File: config.mk
export PLATFORM = sky130hd
export DESIGN_NAME = fit_policy_partition_allocator
export DESIGN_NICKNAME = d
export VERILOG_FILES = /design/src/rtl/fpa_pkg.sv /design/src/rtl/fpa_regs.sv /design/src/rtl/fit_policy_partition_allocator.sv
export SDC_FILE = /design/constraint.sdc
export NUM_CORES = 1
export LEC_CHECK = 0
export BUFFER_PORTS_ARGS = -buffer_cell sky130_fd_sc_hd__buf_4
export CORE_MARGIN = 1
export CORE_UTILIZATION = 58
export CTS_BUF_LIST = sky130_fd_sc_hd__clkbuf_8
export CTS_CLUSTER_SIZE = 40
export DETAILED_ROUTE_END_ITERATION = 16
export GPL_TIMING_DRIVEN = 0
export HOLD_SLACK_MARGIN = 0.12
export PLACE_DENSITY = 0.79
export SETUP_SLACK_MARGIN = 0.1
export SLEW_MARGIN = 25
export SYNTH_ARGS = -nofsm -noshare
export SYNTH_HDL_FRONTEND = slang
export SYNTH_SLANG_ARGS = --single-unit
export TNS_END_PERCENT = 50
File: constraint.sdc
create_clock -name clk -period 4.4 [get_ports clk]
set_input_delay 0.22 -clock clk [delete_from_list [all_inputs] [get_ports clk]]
set_output_delay 0.22 -clock clk [all_outputs]
set_load 0.01 [all_outputs]
File: src/rtl/fpa_pkg.sv
`timescale 1ns / 1ps

package fpa_pkg;

    localparam int PADDR_W = 3;
    localparam int PDATA_W = 32;

    localparam logic [1:0] OP_SET   = 2'd0;
    localparam logic [1:0] OP_CLEAR = 2'd1;
    localparam logic [1:0] OP_ALLOC = 2'd2;

    localparam logic [1:0] POL_FIRST = 2'd0;
    localparam logic [1:0] POL_BEST  = 2'd1;
    localparam logic [1:0] POL_WORST = 2'd2;

    localparam logic REG_FIT_POLICY      = 1'b0;
    localparam logic REG_PARTITION_COUNT = 1'b1;

    localparam logic [4:0] PCOUNT_RESET = 5'd16;

    typedef struct packed {
        logic [1:0]  opcode;
        logic [3:0]  partition_index;
        logic [15:0] capacity_value;
        logic [15:0] request_size;
    } item_t;

    typedef struct packed {
        logic        granted;
        logic [3:0]  chosen_partition;
        logic [15:0] free_left;
    } result_t;

    typedef struct packed {
        logic [1:0] fit_policy;
        logic [4:0] partition_count;
    } cfg_t;

    typedef enum logic [1:0] {
        ST_IDLE,
        ST_OPER,
        ST_SCAN,
        ST_WB
    } st_t;

endpackage

File: src/rtl/fpa_regs.sv
`timescale 1ns / 1ps

module fpa_regs (
    input  logic                            clk,
    input  logic                            rst_n,
    input  logic                            psel,
    input  logic                            penable,
    input  logic                            pwrite,
    input  logic [fpa_pkg::PADDR_W-1:0]     paddr,
    input  logic [fpa_pkg::PDATA_W-1:0]     pwdata,
    output logic [fpa_pkg::PDATA_W-1:0]     prdata,
    output logic                            pready,
    output fpa_pkg::cfg_t                   cfg
);
    import fpa_pkg::*;

    logic [1:0] policy_reg;
    logic [4:0] pcount_reg;
    logic       wr_beat;

    assign wr_beat = psel && penable && pwrite && pready;
    assign pready  = 1'b1;

    always_ff @(posedge clk or negedge rst_n)
    begin
        if (!rst_n)
        begin
            policy_reg <= POL_FIRST;
            pcount_reg <= PCOUNT_RESET;
        end
        else if (wr_beat)
        begin
            case (paddr[2])
                REG_FIT_POLICY:      policy_reg <= pwdata[1:0];
                REG_PARTITION_COUNT: pcount_reg <= pwdata[4:0];
                default:             ;
            endcase
        end
    end

    always_comb
    begin
        case (paddr[2])
            REG_FIT_POLICY:      prdata = {{(PDATA_W-2){1'b0}}, policy_reg};
            REG_PARTITION_COUNT: prdata = {{(PDATA_W-5){1'b0}}, pcount_reg};
            default:             prdata = '0;
        endcase
    end

    assign cfg.fit_policy      = policy_reg;
    assign cfg.partition_count = pcount_reg;

endmodule

File: src/rtl/fit_policy_partition_allocator.sv
`timescale 1ns / 1ps

// Partition allocator with first, best or worst fit placement.
// Command channel: an item is taken on a clock edge with start high and busy low.
// busy stays high until its result has been shown. Results come on result,
// valid for exactly one cycle while done is high; there is no back-pressure.
// Config: APB port, fit_policy at 0x0, partition_count at 0x4, pready tied high.
// Write config only while busy is low.
// Set capacity, clear usage and no-op items give their result in the cycle
// after acceptance. An allocation reads the partition memory one entry per
// cycle through a three-deep pipeline (read, free space, compare), then writes
// back the chosen entry in the result cycle; with no partitions active, no
// entry is read.
// Capacity/usage live in one single-port-write synchronous memory; per-entry
// valid flops make it read as zero after reset, and clear-all resets the usage
// flags all together, so there is no clearing pass.
// Reset: tables read as zero, policy first fit, partition_count 16.
module fit_policy_partition_allocator #(
    parameter int NUM_PARTITIONS = 16,
    parameter int SIZE_BITS      = 16
) (
    input  logic                            clk,
    input  logic                            rst_n,
    input  logic                            psel,
    input  logic                            penable,
    input  logic                            pwrite,
    input  logic [fpa_pkg::PADDR_W-1:0]     paddr,
    input  logic [fpa_pkg::PDATA_W-1:0]     pwdata,
    output logic [fpa_pkg::PDATA_W-1:0]     prdata,
    output logic                            pready,
    input  logic                            start,
    input  fpa_pkg::item_t                  item,
    output logic                            busy,
    output logic                            done,
    output fpa_pkg::result_t                result
);
    import fpa_pkg::*;

    localparam int ADDR_W = (NUM_PARTITIONS > 1) ? $clog2(NUM_PARTITIONS) : 1;
    localparam int CNT_W  = $clog2(NUM_PARTITIONS + 1);

    cfg_t cfg;

    fpa_regs u_regs (
        .clk     (clk),
        .rst_n   (rst_n),
        .psel    (psel),
        .penable (penable),
        .pwrite  (pwrite),
        .paddr   (paddr),
        .pwdata  (pwdata),
        .prdata  (prdata),
        .pready  (pready),
        .cfg     (cfg)
    );

    // entry = {capacity, used}
    logic [2*SIZE_BITS-1:0]  mem [NUM_PARTITIONS];
    logic [NUM_PARTITIONS-1:0] ent_vld_reg;
    logic [NUM_PARTITIONS-1:0] used_vld_reg;

    st_t                 state_reg, state_next;
    item_t               item_reg;
    logic [CNT_W-1:0]    iss_reg;
    logic [CNT_W-1:0]    active;

    // stage A: memory read
    logic                a_vld_reg;
    logic [ADDR_W-1:0]   a_idx_reg;
    logic [2*SIZE_BITS-1:0] a_data_reg;
    logic                a_ev_reg;
    logic                a_uv_reg;

    // stage B: free space
    logic                b_vld_reg;
    logic [ADDR_W-1:0]   b_idx_reg;
    logic [SIZE_BITS-1:0] b_cap_reg;
    logic [SIZE_BITS-1:0] b_used_reg;
    logic [SIZE_BITS-1:0] b_free_reg;

    // stage C: running pick
    logic                found_reg;
    logic [ADDR_W-1:0]   pick_idx_reg;
    logic [SIZE_BITS-1:0] pick_cap_reg;
    logic [SIZE_BITS-1:0] pick_used_reg;
    logic [SIZE_BITS-1:0] pick_free_reg;

    logic                accept;
    logic                issue;
    logic                scan_end;
    logic [ADDR_W-1:0]   iss_addr;
    logic [SIZE_BITS-1:0] req_sz;
    logic [SIZE_BITS-1:0] a_cap;
    logic [SIZE_BITS-1:0] a_used;
    logic                fits;
    logic                better;
    logic                take;
    logic                in_range;
    logic                wr_en;
    logic                clr_all;
    logic [ADDR_W-1:0]   wr_addr;
    logic [2*SIZE_BITS-1:0] wr_data;
    logic                grant;

    always_comb
    begin
        if (32'(cfg.partition_count) > 32'(NUM_PARTITIONS))
            active = CNT_W'(NUM_PARTITIONS);
        else
            active = CNT_W'(cfg.partition_count);
    end

    assign accept   = start && (state_reg == ST_IDLE);
    assign issue    = (state_reg == ST_SCAN) && (iss_reg < active);
    assign scan_end = (state_reg == ST_SCAN) && !issue && !a_vld_reg && !b_vld_reg;
    assign iss_addr = iss_reg[ADDR_W-1:0];
    assign req_sz   = SIZE_BITS'(item_reg.request_size);
    assign in_range = 32'(item_reg.partition_index) < 32'(NUM_PARTITIONS);

    assign a_cap  = a_ev_reg ? a_data_reg[2*SIZE_BITS-1:SIZE_BITS] : '0;
    assign a_used = (a_ev_reg && a_uv_reg) ? a_data_reg[SIZE_BITS-1:0] : '0;

    always_comb
    begin
        case (cfg.fit_policy)
            POL_BEST:  better = b_free_reg < pick_free_reg;
            POL_WORST: better = b_free_reg > pick_free_reg;
            default:   better = 1'b0;
        endcase
    end

    assign fits = b_free_reg >= req_sz;
    assign take = b_vld_reg && fits && (!found_reg || better);

    // single write port: capacity set or allocation write-back
    always_comb
    begin
        wr_en   = 1'b0;
        wr_addr = pick_idx_reg;
        wr_data = {pick_cap_reg, pick_used_reg + req_sz};
        if (state_reg == ST_OPER && item_reg.opcode == OP_SET && in_range)
        begin
            wr_en   = 1'b1;
            wr_addr = ADDR_W'(item_reg.partition_index);
            wr_data = {SIZE_BITS'(item_reg.capacity_value), {SIZE_BITS{1'b0}}};
        end
        else if (state_reg == ST_WB && found_reg)
        begin
            wr_en = 1'b1;
        end
    end

    assign clr_all = (state_reg == ST_OPER) && (item_reg.opcode == OP_CLEAR);

    always_comb
    begin
        state_next = state_reg;
        case (state_reg)
            ST_IDLE:
            begin
                if (accept)
                    state_next = (item.opcode == OP_ALLOC) ? ST_SCAN : ST_OPER;
            end
            ST_OPER: state_next = ST_IDLE;
            ST_SCAN:
            begin
                if (scan_end)
                    state_next = ST_WB;
            end
            ST_WB:   state_next = ST_IDLE;
            default: state_next = ST_IDLE;
        endcase
    end

    always_comb
    begin
        busy  = (state_reg != ST_IDLE);
        done  = (state_reg == ST_OPER) || (state_reg == ST_WB);
        grant = (state_reg == ST_WB) && found_reg;
        result.granted          = grant;
        result.chosen_partition = grant ? 4'(pick_idx_reg) : 4'd0;
        result.free_left        = grant ? 16'(pick_free_reg - req_sz) : 16'd0;
    end

    always_ff @(posedge clk or negedge rst_n)
    begin
        if (!rst_n)
        begin
            state_reg    <= ST_IDLE;
            iss_reg      <= '0;
            a_vld_reg    <= 1'b0;
            b_vld_reg    <= 1'b0;
            found_reg    <= 1'b0;
            ent_vld_reg  <= '0;
            used_vld_reg <= '0;
        end
        else
        begin
            state_reg <= state_next;
            a_vld_reg <= issue;
            b_vld_reg <= a_vld_reg;
            if (accept)
                iss_reg <= '0;
            else if (issue)
                iss_reg <= iss_reg + CNT_W'(1);
            if (accept)
                found_reg <= 1'b0;
            else if (take)
                found_reg <= 1'b1;
            if (clr_all)
                used_vld_reg <= '0;
            else if (wr_en)
                used_vld_reg[wr_addr] <= 1'b1;
            if (wr_en)
                ent_vld_reg[wr_addr] <= 1'b1;
        end
    end

    always_ff @(posedge clk)
    begin
        if (wr_en)
            mem[wr_addr] <= wr_data;
        if (issue)
            a_data_reg <= mem[iss_addr];
    end

    always_ff @(posedge clk)
    begin
        if (accept)
            item_reg <= item;
        if (issue)
        begin
            a_idx_reg <= iss_addr;
            a_ev_reg  <= ent_vld_reg[iss_addr];
            a_uv_reg  <= used_vld_reg[iss_addr];
        end
        if (a_vld_reg)
        begin
            b_idx_reg  <= a_idx_reg;
            b_cap_reg  <= a_cap;
            b_used_reg <= a_used;
            b_free_reg <= (a_cap >= a_used) ? (a_cap - a_used) : '0;
        end
        if (take)
        begin
            pick_idx_reg  <= b_idx_reg;
            pick_cap_reg  <= b_cap_reg;
            pick_used_reg <= b_used_reg;
            pick_free_reg <= b_free_reg;
        end
    end

    a_done_busy: assert property (@(posedge clk) disable iff (!rst_n)
        done |-> busy)
        else $error("result beat outside a busy period");

    a_done_single: assert property (@(posedge clk) disable iff (!rst_n)
        done |=> !done)
        else $error("result beat repeated");

    a_accept_busy: assert property (@(posedge clk) disable iff (!rst_n)
        (start && !busy) |=> busy)
        else $error("accepted item did not raise busy");

    a_refused_zero: assert property (@(posedge clk) disable iff (!rst_n)
        (done && !result.granted) |->
            (result.chosen_partition == 4'd0 && result.free_left == 16'd0))
        else $error("refused result carries non-zero fields");

    a_wb_in_range: assert property (@(posedge clk) disable iff (!rst_n)
        (state_reg == ST_WB && found_reg) |->
            (32'(pick_idx_reg) < 32'(active) && pick_free_reg >= req_sz))
        else $error("write-back to partition that cannot hold the request");

endmodule
==> metrics.md, run 1 <==
| Metric | Value |
|---|---|
| Status | `complete, no violations` |
| Critical R2R Launch | `a_ev_reg$_DFFE_PP_` |
| Maximum number of pins on one net before global-route repair | `51` |
| Min-delay src | `item[25]` |
| Number of DRC markers after the initial detailed-route iteration | `2495` |
| Internal Power | `14.7 mW` |
| Wire length per cell | `28.0 um` |
| Via total after detailed routing | `17.3k` |
| Crit path launch type | `flop` |
| Setup Slack @ Placement | `0.0784 ns` |
| Post-synth EDFFs | `692` |
| Count of unresolved DRC violations after routing | `0` |
| Share of power burned in registers | `44.8%` |
| Most common flop cell mapped by yosys | `edfxtp_1` |
| Combinational cell fraction of total power | `29.5%` |
| Worst Hold Path EP | `item_reg[25]$_DFFE_PP_` |
| Part of the cycle the worst path needs | `93.9%` |
| FF+latch count, synth | `741` |
| Most used cell along the critical path | `nor2_1` |
| End of the worst register-to-register path | `b_free_reg[12]$_SDFFCE_PN0P_` |
| Rel. slew slack | `24.8%` |
| Most area-consuming cells after synthesis | `edfxtp_1 67%, mux4_2 12%, dfrtp_1 3.9%` |
| Share of Yosys cell area claimed by the top area cell type | `67.1%` |
| Tightest Pin Transition | `1.13 ns` |
| FFs w/ async S/R, synth | `6.61%` |
| Global-route wire length before repair | `113000 um` |
| CTS tree | `yes` |
| Total number of nets in the final design | `2164` |
| Placed standard-cell area | `33600 um^2` |
| Effective utilization at floorplan | `58.8%` |
| Clock power share | `25.7%` |
| Static power due to leakage | `13.1 nW` |
| Power spent charging and discharging nets | `6.98 mW` |
| Setup total negative slack | `0 ns` |
| Number of global-route vias before repair | `17.7k` |
| Std-Cell Core Area | `52700 um^2` |
| Syn. warnings | `0` |
| Setup Fix Bufs, Post-CTS | `0` |
| Setup skew after layout | `0.0479 ns` |
| Cell area power density | `596 nW/um^2` |
| All-Layer GR Usage | `29.7%` |
| Netlist Area Pre-Place | `31000 um^2` |
| Finish-stage setup viols | `0` |
| List of cells traversed by the critical path | `and2_1 > clkbuf_1 > clkbuf_2 > nand2_1 > ha_1 > a211oi_2 > nor2_1 > o41ai_2 > a31oi_1 > a211oi_4 > buf_6 > nor2_1` |
| Number of buffer and inverter stages on the critical path | `3` |
| Final Hold Vio Count | `0` |
| Final WL | `78100 um` |
| Unrepaired setup endpoints after global routing | `no` |
| Total congestion overflow after global routing | `0` |
| Endpoint class of the critical path | `flop` |
| Crit-path leading delay family | `compound AO/OA/AOI/OAI gates` |
| Maximum clock insertion buffer count | `3` |
| Antenna violations before repair | `1` |
| Post-DRT Antenna Nets | `0` |
| Die Area | `54300 um^2` |
| Critical path data arrival time | `4.59 ns` |
| Maximum frequency from static timing analysis | `242 MHz` |
| Number of buffers added on ports | `77` |
| Layout Cell Area excl Fill | `36400 um^2` |
| Area leader, netlist | `edfxtp_1` |
| Master cell of the clock root buffer | `clkbuf_8` |
| Total CTS buffers | `113` |
| Clock-pin slew reported for the worst setup and hold paths after clock tree synthesis | `0.07 ns` |
| Die outline width | `233 um` |
| Crit Path Class | `flop to flop` |
| Half-perimeter wire length after detailed placement | `49900 um` |
| Number of flip-flops under the largest register name | `512` |
| Die height | `233 um` |
| Core occupancy in the finished layout | `69.2%` |
| Hold-critical path depth | `2` |
| Classification of the worst-slack hold path | `input port to flop` |
| Post-Synthesis Mean Instance Area | `18.4 um^2` |
| Total power of the final layout | `21.7 mW` |
| Reg2reg setup slack | `0.27 ns` |
| DR vias/cell | `6.23` |
| Number of primary I/O pins | `135` |
| Count of cells along the worst register-to-register path | `12` |
| Share of post-route cells with drive strength above 1 | `26.1%` |
| Number of filler cells placed in the layout | `3144` |
| Max-slew violations | `0` |
| Largest stage delay, worst path | `0.68 ns` |
| Sequential element share of the synthesized area | `71.1%` |
| Max-cap violations | `0` |
| Final setup slack of the worst path | `0.270 ns` |
| Switching part of the total | `32.2%` |
| First drt pass iteration count | `6` |
| Final weighted congestion in routability-driven placement | `0.878` |
| Worst IR drop on VDD | `332 uV` |
| Worst-Skew Late Latency | `0.76 ns` |
| Row count | `84` |
| Number of H-tree levels | `3` |
| Min Tclk post-route | `4.13 ns` |
| Max FO, Critical Path | `10` |
| Area growth syn-to-layout | `17.7%` |
| Slowest-stage cell, CP | `edfxtp_1` |
| Sinks on the clock net | `741` |
| Number of standard cells after synthesis | `1684` |
| Count of unique library cells instantiated by Yosys | `77` |
| Required time of the critical path | `4.86 ns` |
layout by cell type, fill, tap and decap left out, types with 8 or more instances in the layout:
| cell | synthesis | routed |
|---|---|---|
| nand3_1 | 19 | 19 |
| nor2_4 | 0 | 15 |
| nand4_1 | 8 | 8 |
| a21o_1 | 27 | 27 |
| dlygate4sd3_1 | 0 | 55 |
| clkinv_2 | 0 | 17 |
| xor2_1 | 8 | 8 |
| o21ai_0 | 25 | 25 |
| xnor2_1 | 13 | 13 |
| and2_1 | 27 | 27 |
| buf_4 | 31 | 110 |
| or2_1 | 15 | 15 |
| buf_6 | 14 | 14 |
| inv_1 | 72 | 112 |
| o21a_1 | 29 | 29 |
| clkinv_1 | 0 | 24 |
| a21oi_1 | 41 | 39 |
| clkbuf_8 | 0 | 120 |
| nor3_1 | 17 | 15 |
| clkbuf_1 | 21 | 20 |
| nor2_1 | 60 | 49 |
| conb_1 | 2 | 28 |
| nand2b_1 | 18 | 18 |
| ha_1 | 85 | 85 |
| buf_1 | 9 | 8 |
| dfrtp_1 | 48 | 47 |
| buf_16 | 0 | 28 |
| edfxtp_1 | 692 | 692 |
| mux4_2 | 170 | 170 |
| nand2_1 | 99 | 99 |
cell families after synthesis:
kind of cell / after synthesis / share of synthesized area, %
adders and majority gates: 88 / 3.63
and+or+nand+nor: 304 / 4.93
muxes: 185 / 12.9
AOI/OAI and AO/OA: 187 / 4.26
other: 2 / 0.0242
DFF: 741 / 71.1
buffers and inverters: 156 / 2.63
xor gates and xnor gates: 21 / 0.594
through the flow:
step / std cells / hold WS [ns]
after global routing: 2784 / 0.146
after detailed placement: 2514 / 0.281
final: 2784 / 0.186
after floorplan: 1710 / -0.0756
after global placement: 2475 / 0.259
after CTS: 2783 / 0.140
timing repair:
| item | in CTS | in global routing |
|---|---|---|
| resized for setup | 1 | 1 |
| endpoints found under the setup margin | 10 | 10 |
| hold buffers | 56 | 0 |
| hold endpoints to repair | 98 | 0 |
Yosys cell counts (3+ instances only):
cell	instances
a31oi_1	5
xor2_1	8
nor2_2	6
nor3_1	17
buf_6	14
mux2i_1	8
clkbuf_1	21
dfrtp_1	48
o2111ai_1	4
nor3b_1	5
nand3_1	19
o21ai_0	25
edfxtp_1	692
inv_1	72
o21a_1	29
xnor2_1	13
o31ai_1	3
nand4_1	8
o211ai_1	6
fa_1	3
o31a_1	5
nand2_1	99
nor2_1	60
ha_1	85
a211o_1	4
a211oi_1	6
or2_1	15
buf_1	9
a21o_1	27
and4_1	4
mux2_2	7
a21oi_1	41
buf_4	31
nor2b_1	7
nand2b_1	18
a21oi_2	4
buf_2	5
and3_1	3
mux4_2	170
and2_1	27
layer usage:
metal  wire (um)  track usage (%)  vias to the layer above
li1            -                -                     7301
met1       28800             38.6                     8752
met2       38800             49.0                     1089
met3        7700             6.31                      191
met4        2710             12.1                        0
met5           0                0                        -
worst max path at each step:
stage	start	to	slack, ns	cells past startpoint
final	a_ev_reg$_DFFE_PP_	b_free_reg[12]$_SDFFCE_PN0P_	0.27	12
after global routing	a_ev_reg$_DFFE_PP_	b_free_reg[12]$_SDFFCE_PN0P_	0.16	12
after CTS	a_ev_reg$_DFFE_PP_	b_free_reg[12]$_SDFFCE_PN0P_	0.26	12
after detailed placement	a_ev_reg$_DFFE_PP_	b_free_reg[12]$_SDFFCE_PN0P_	0.08	12
after global placement	state_reg[1]$_DFFE_PN0P_	mem[0][16]$_DFFE_PP_	-1.21	4
after floorplan	b_free_reg[14]$_SDFFCE_PN0P_	pick_cap_reg[0]$_DFFE_PP_	0.59	7
layout make-up:
cell class	count	area [um^2]	area share (%)
Buffer	82	541	1.48
Timing Repair Buffer	172	2090	5.75
Clock inverter	93	566	1.55
Sequential cell	741	22000	60.4
Multi-Input combinational cell	813	8430	23.1
Clock buffer	120	1650	4.53
Tap cell	688	861	2.36
Inverter	74	283	0.776
Antenna cell	1	2.50	0.00687
power by group through the flow:
stage          Sequential [mW]  Combinational, mW  Clock, mW
6_report                  9.73               6.40       5.59
5_1_grt                   9.78               6.83       5.93
4_1_cts                   9.71               6.28       5.61
3_5_place_dp              9.85               6.18          0
3_3_place_gp              9.95               5.62          0
2_1_floorplan             9.74               4.12          0
Note: power is estimated with default switching activity, not from simulation.
==> run 2: changes to the inputs <==
Settings changed: REMOVE_ABC_BUFFERS set to 1.
==> run 2 against run 1 <==
Compared with the run above: sequential power rose by 1%; routed wire length fell by 6.9%; combinational power fell by 8.0%; clock skew fell by 0.0041 ns; utilization fell by 0.54 points; critical path type unchanged; largest cell class unchanged.
==> metrics.md, run 2 (synthesis gave the netlist of run 1 again) <==
| Metric | Value |
|---|---|
| Final WL | `72700 um` |
| Setup Slack @ Placement | `0.0203 ns` |
| First drt pass iteration count | `6` |
| Half-perimeter wire length after detailed placement | `47500 um` |
| Antenna violations before repair | `0` |
| Die height | `233 um` |
| Total number of nets in the final design | `2094` |
| Maximum number of pins on one net before global-route repair | `49` |
| Worst IR drop on VDD | `319 uV` |
| Share of post-route cells with drive strength above 1 | `25.0%` |
| Total congestion overflow after global routing | `0` |
| Core occupancy in the finished layout | `68.7%` |
| Max FO, Critical Path | `18` |
| Status | `complete, no violations` |
| Std-Cell Core Area | `52700 um^2` |
| Worst-Skew Late Latency | `0.73 ns` |
| Number of global-route vias before repair | `17.4k` |
| Part of the cycle the worst path needs | `90.7%` |
| Max-slew violations | `0` |
| Endpoint class of the critical path | `flop` |
| Static power due to leakage | `12.8 nW` |
| Number of buffers added on ports | `77` |
| Final weighted congestion in routability-driven placement | `0.855` |
| DR vias/cell | `6.25` |
| Maximum frequency from static timing analysis | `251 MHz` |
| Count of unresolved DRC violations after routing | `0` |
| Post-Route Hold Slack | `0.205 ns` |
| Antenna cells | `0` |
| Number of filler cells placed in the layout | `3147` |
| Critical path data arrival time | `4.42 ns` |
| Via total after detailed routing | `16.9k` |
| All-Layer GR Usage | `27.9%` |
| Classification of the worst-slack hold path | `input port to flop` |
| Post-DRT Antenna Nets | `0` |
| Tightest Pin Transition | `1.06 ns` |
| Unrepaired setup endpoints after global routing | `no` |
| Final Hold Vio Count | `0` |
| Finished Layout Cells | `2703` |
| Number of primary I/O pins | `135` |
| Clock-pin slew reported for the worst setup and hold paths after clock tree synthesis | `0.07 ns` |
| Min Tclk post-route | `3.99 ns` |
| Inst Count DP | `2444` |
| Number of flip-flops under the largest register name | `512` |
| Most used cells in the layout excluding fill and tap cells | `692 x edfxtp_1, 170 x mux4_2, 116 x clkbuf_8, 99 x nand2_1, 97 x inv_1` |
| Global-route wire length before repair | `109000 um` |
| Crit Path Class | `flop to flop` |
| Effective utilization at floorplan | `58.8%` |
| Cell area power density | `587 nW/um^2` |
| Setup skew after layout | `0.0438 ns` |
| Rel. slew slack | `29.2%` |
| Number of H-tree levels | `3` |
| Sinks on the clock net | `741` |
| Die Area | `54300 um^2` |
| Final setup slack of the worst path | `0.409 ns` |
| Finish-stage setup viols | `0` |
| Setup total negative slack | `0 ns` |
| Most common cell after layout, fill and taps aside | `edfxtp_1` |
| Required time of the critical path | `4.83 ns` |
| Setup Fix Bufs, Post-CTS | `0` |
| Max-cap violations | `0` |
| CTS tree | `yes` |
| Wire length per cell | `26.9 um` |
| Number of DRC markers after the initial detailed-route iteration | `2230` |
| Row count | `84` |
| Total CTS buffers | `114` |
| Die outline width | `233 um` |
| Area growth syn-to-layout | `16.7%` |
| Crit path launch type | `flop` |
| Master cell of the clock root buffer | `clkbuf_8` |
| Maximum clock insertion buffer count | `3` |
run 2: cell type report:
cell class	count	area (um^2)	share of cell area, %
clock buffer	116	1600	4.42
clock inverter	88	557	1.54
inverter	74	283	0.782
multi-input combinational	813	8420	23.3
sequential	741	22000	60.9
tap	688	861	2.38
timing repair buffer	183	2410	6.67
run 2: worst paths after layout:
kind	startpoint	to	slack [ns]	cells after the start
setup / recovery	a_ev_reg$_DFFE_PP_	b_free_reg[14]$_SDFFCE_PN0P_	0.41	9
hold / removal	item[21]	item_reg[21]$_DFFE_PP_	0.20	2
setup reg to reg	a_ev_reg$_DFFE_PP_	b_free_reg[14]$_SDFFCE_PN0P_	0.41	9
hold reg to reg	b_used_reg[13]$_DFFE_PP_	pick_used_reg[13]$_DFFE_PP_	0.41	0
max in group asynchronous	rst_n	iss_reg[3]$_DFFE_PN0P_	3.55	4
min in group asynchronous	rst_n	u_regs.pcount_reg[4]$_DFFE_PN1P_	0.56	3
run 2: power breakdown:
part | total [mW] | switching [mW] | internal [mW] | leakage, nW
Sequential | 9.85 | 0.509 | 9.34 | 6.93
Combinational | 5.89 | 3.38 | 2.51 | 4.63
Clock | 5.49 | 2.63 | 2.86 | 1.20
run 2: timing repair:
item / 4_1_cts / 5_1_grt
endpoints found under the hold margin: 99 / 0
gates cloned: 0 / 0
endpoints found under the setup margin: 14 / 15
pin swaps: 0 / 0
hold buffers: 55 / 0
resized for setup: 1 / 1
run 2: worst max-delay path, cell delays in order, from the launching register on:
cell      delay, ns
edfxtp_1       0.84
and2_2         0.55
nand2_1        0.18
ha_1           0.43
a211oi_2       0.26
nor2_1         0.09
o41ai_2        0.35
a31oi_1        0.25
a211oi_4       0.61
nor3_1         0.14
run 2: metal layers:
metal	global-route usage (%)	wire length [um]	share of wire (%)
met1	38.2	28600	39
met3	4.44	5580	7.7
met5	0	0	0
met4	14.6	3530	4.9
met2	43.9	35000	48
run 2: stage by stage:
stage	area, um^2	power [mW]
after floorplan	30500	14.0
after global placement	32000	15.5
after detailed placement	33400	15.7
after CTS	36100	21.3
after global routing	36200	22.2
final	36200	21.2
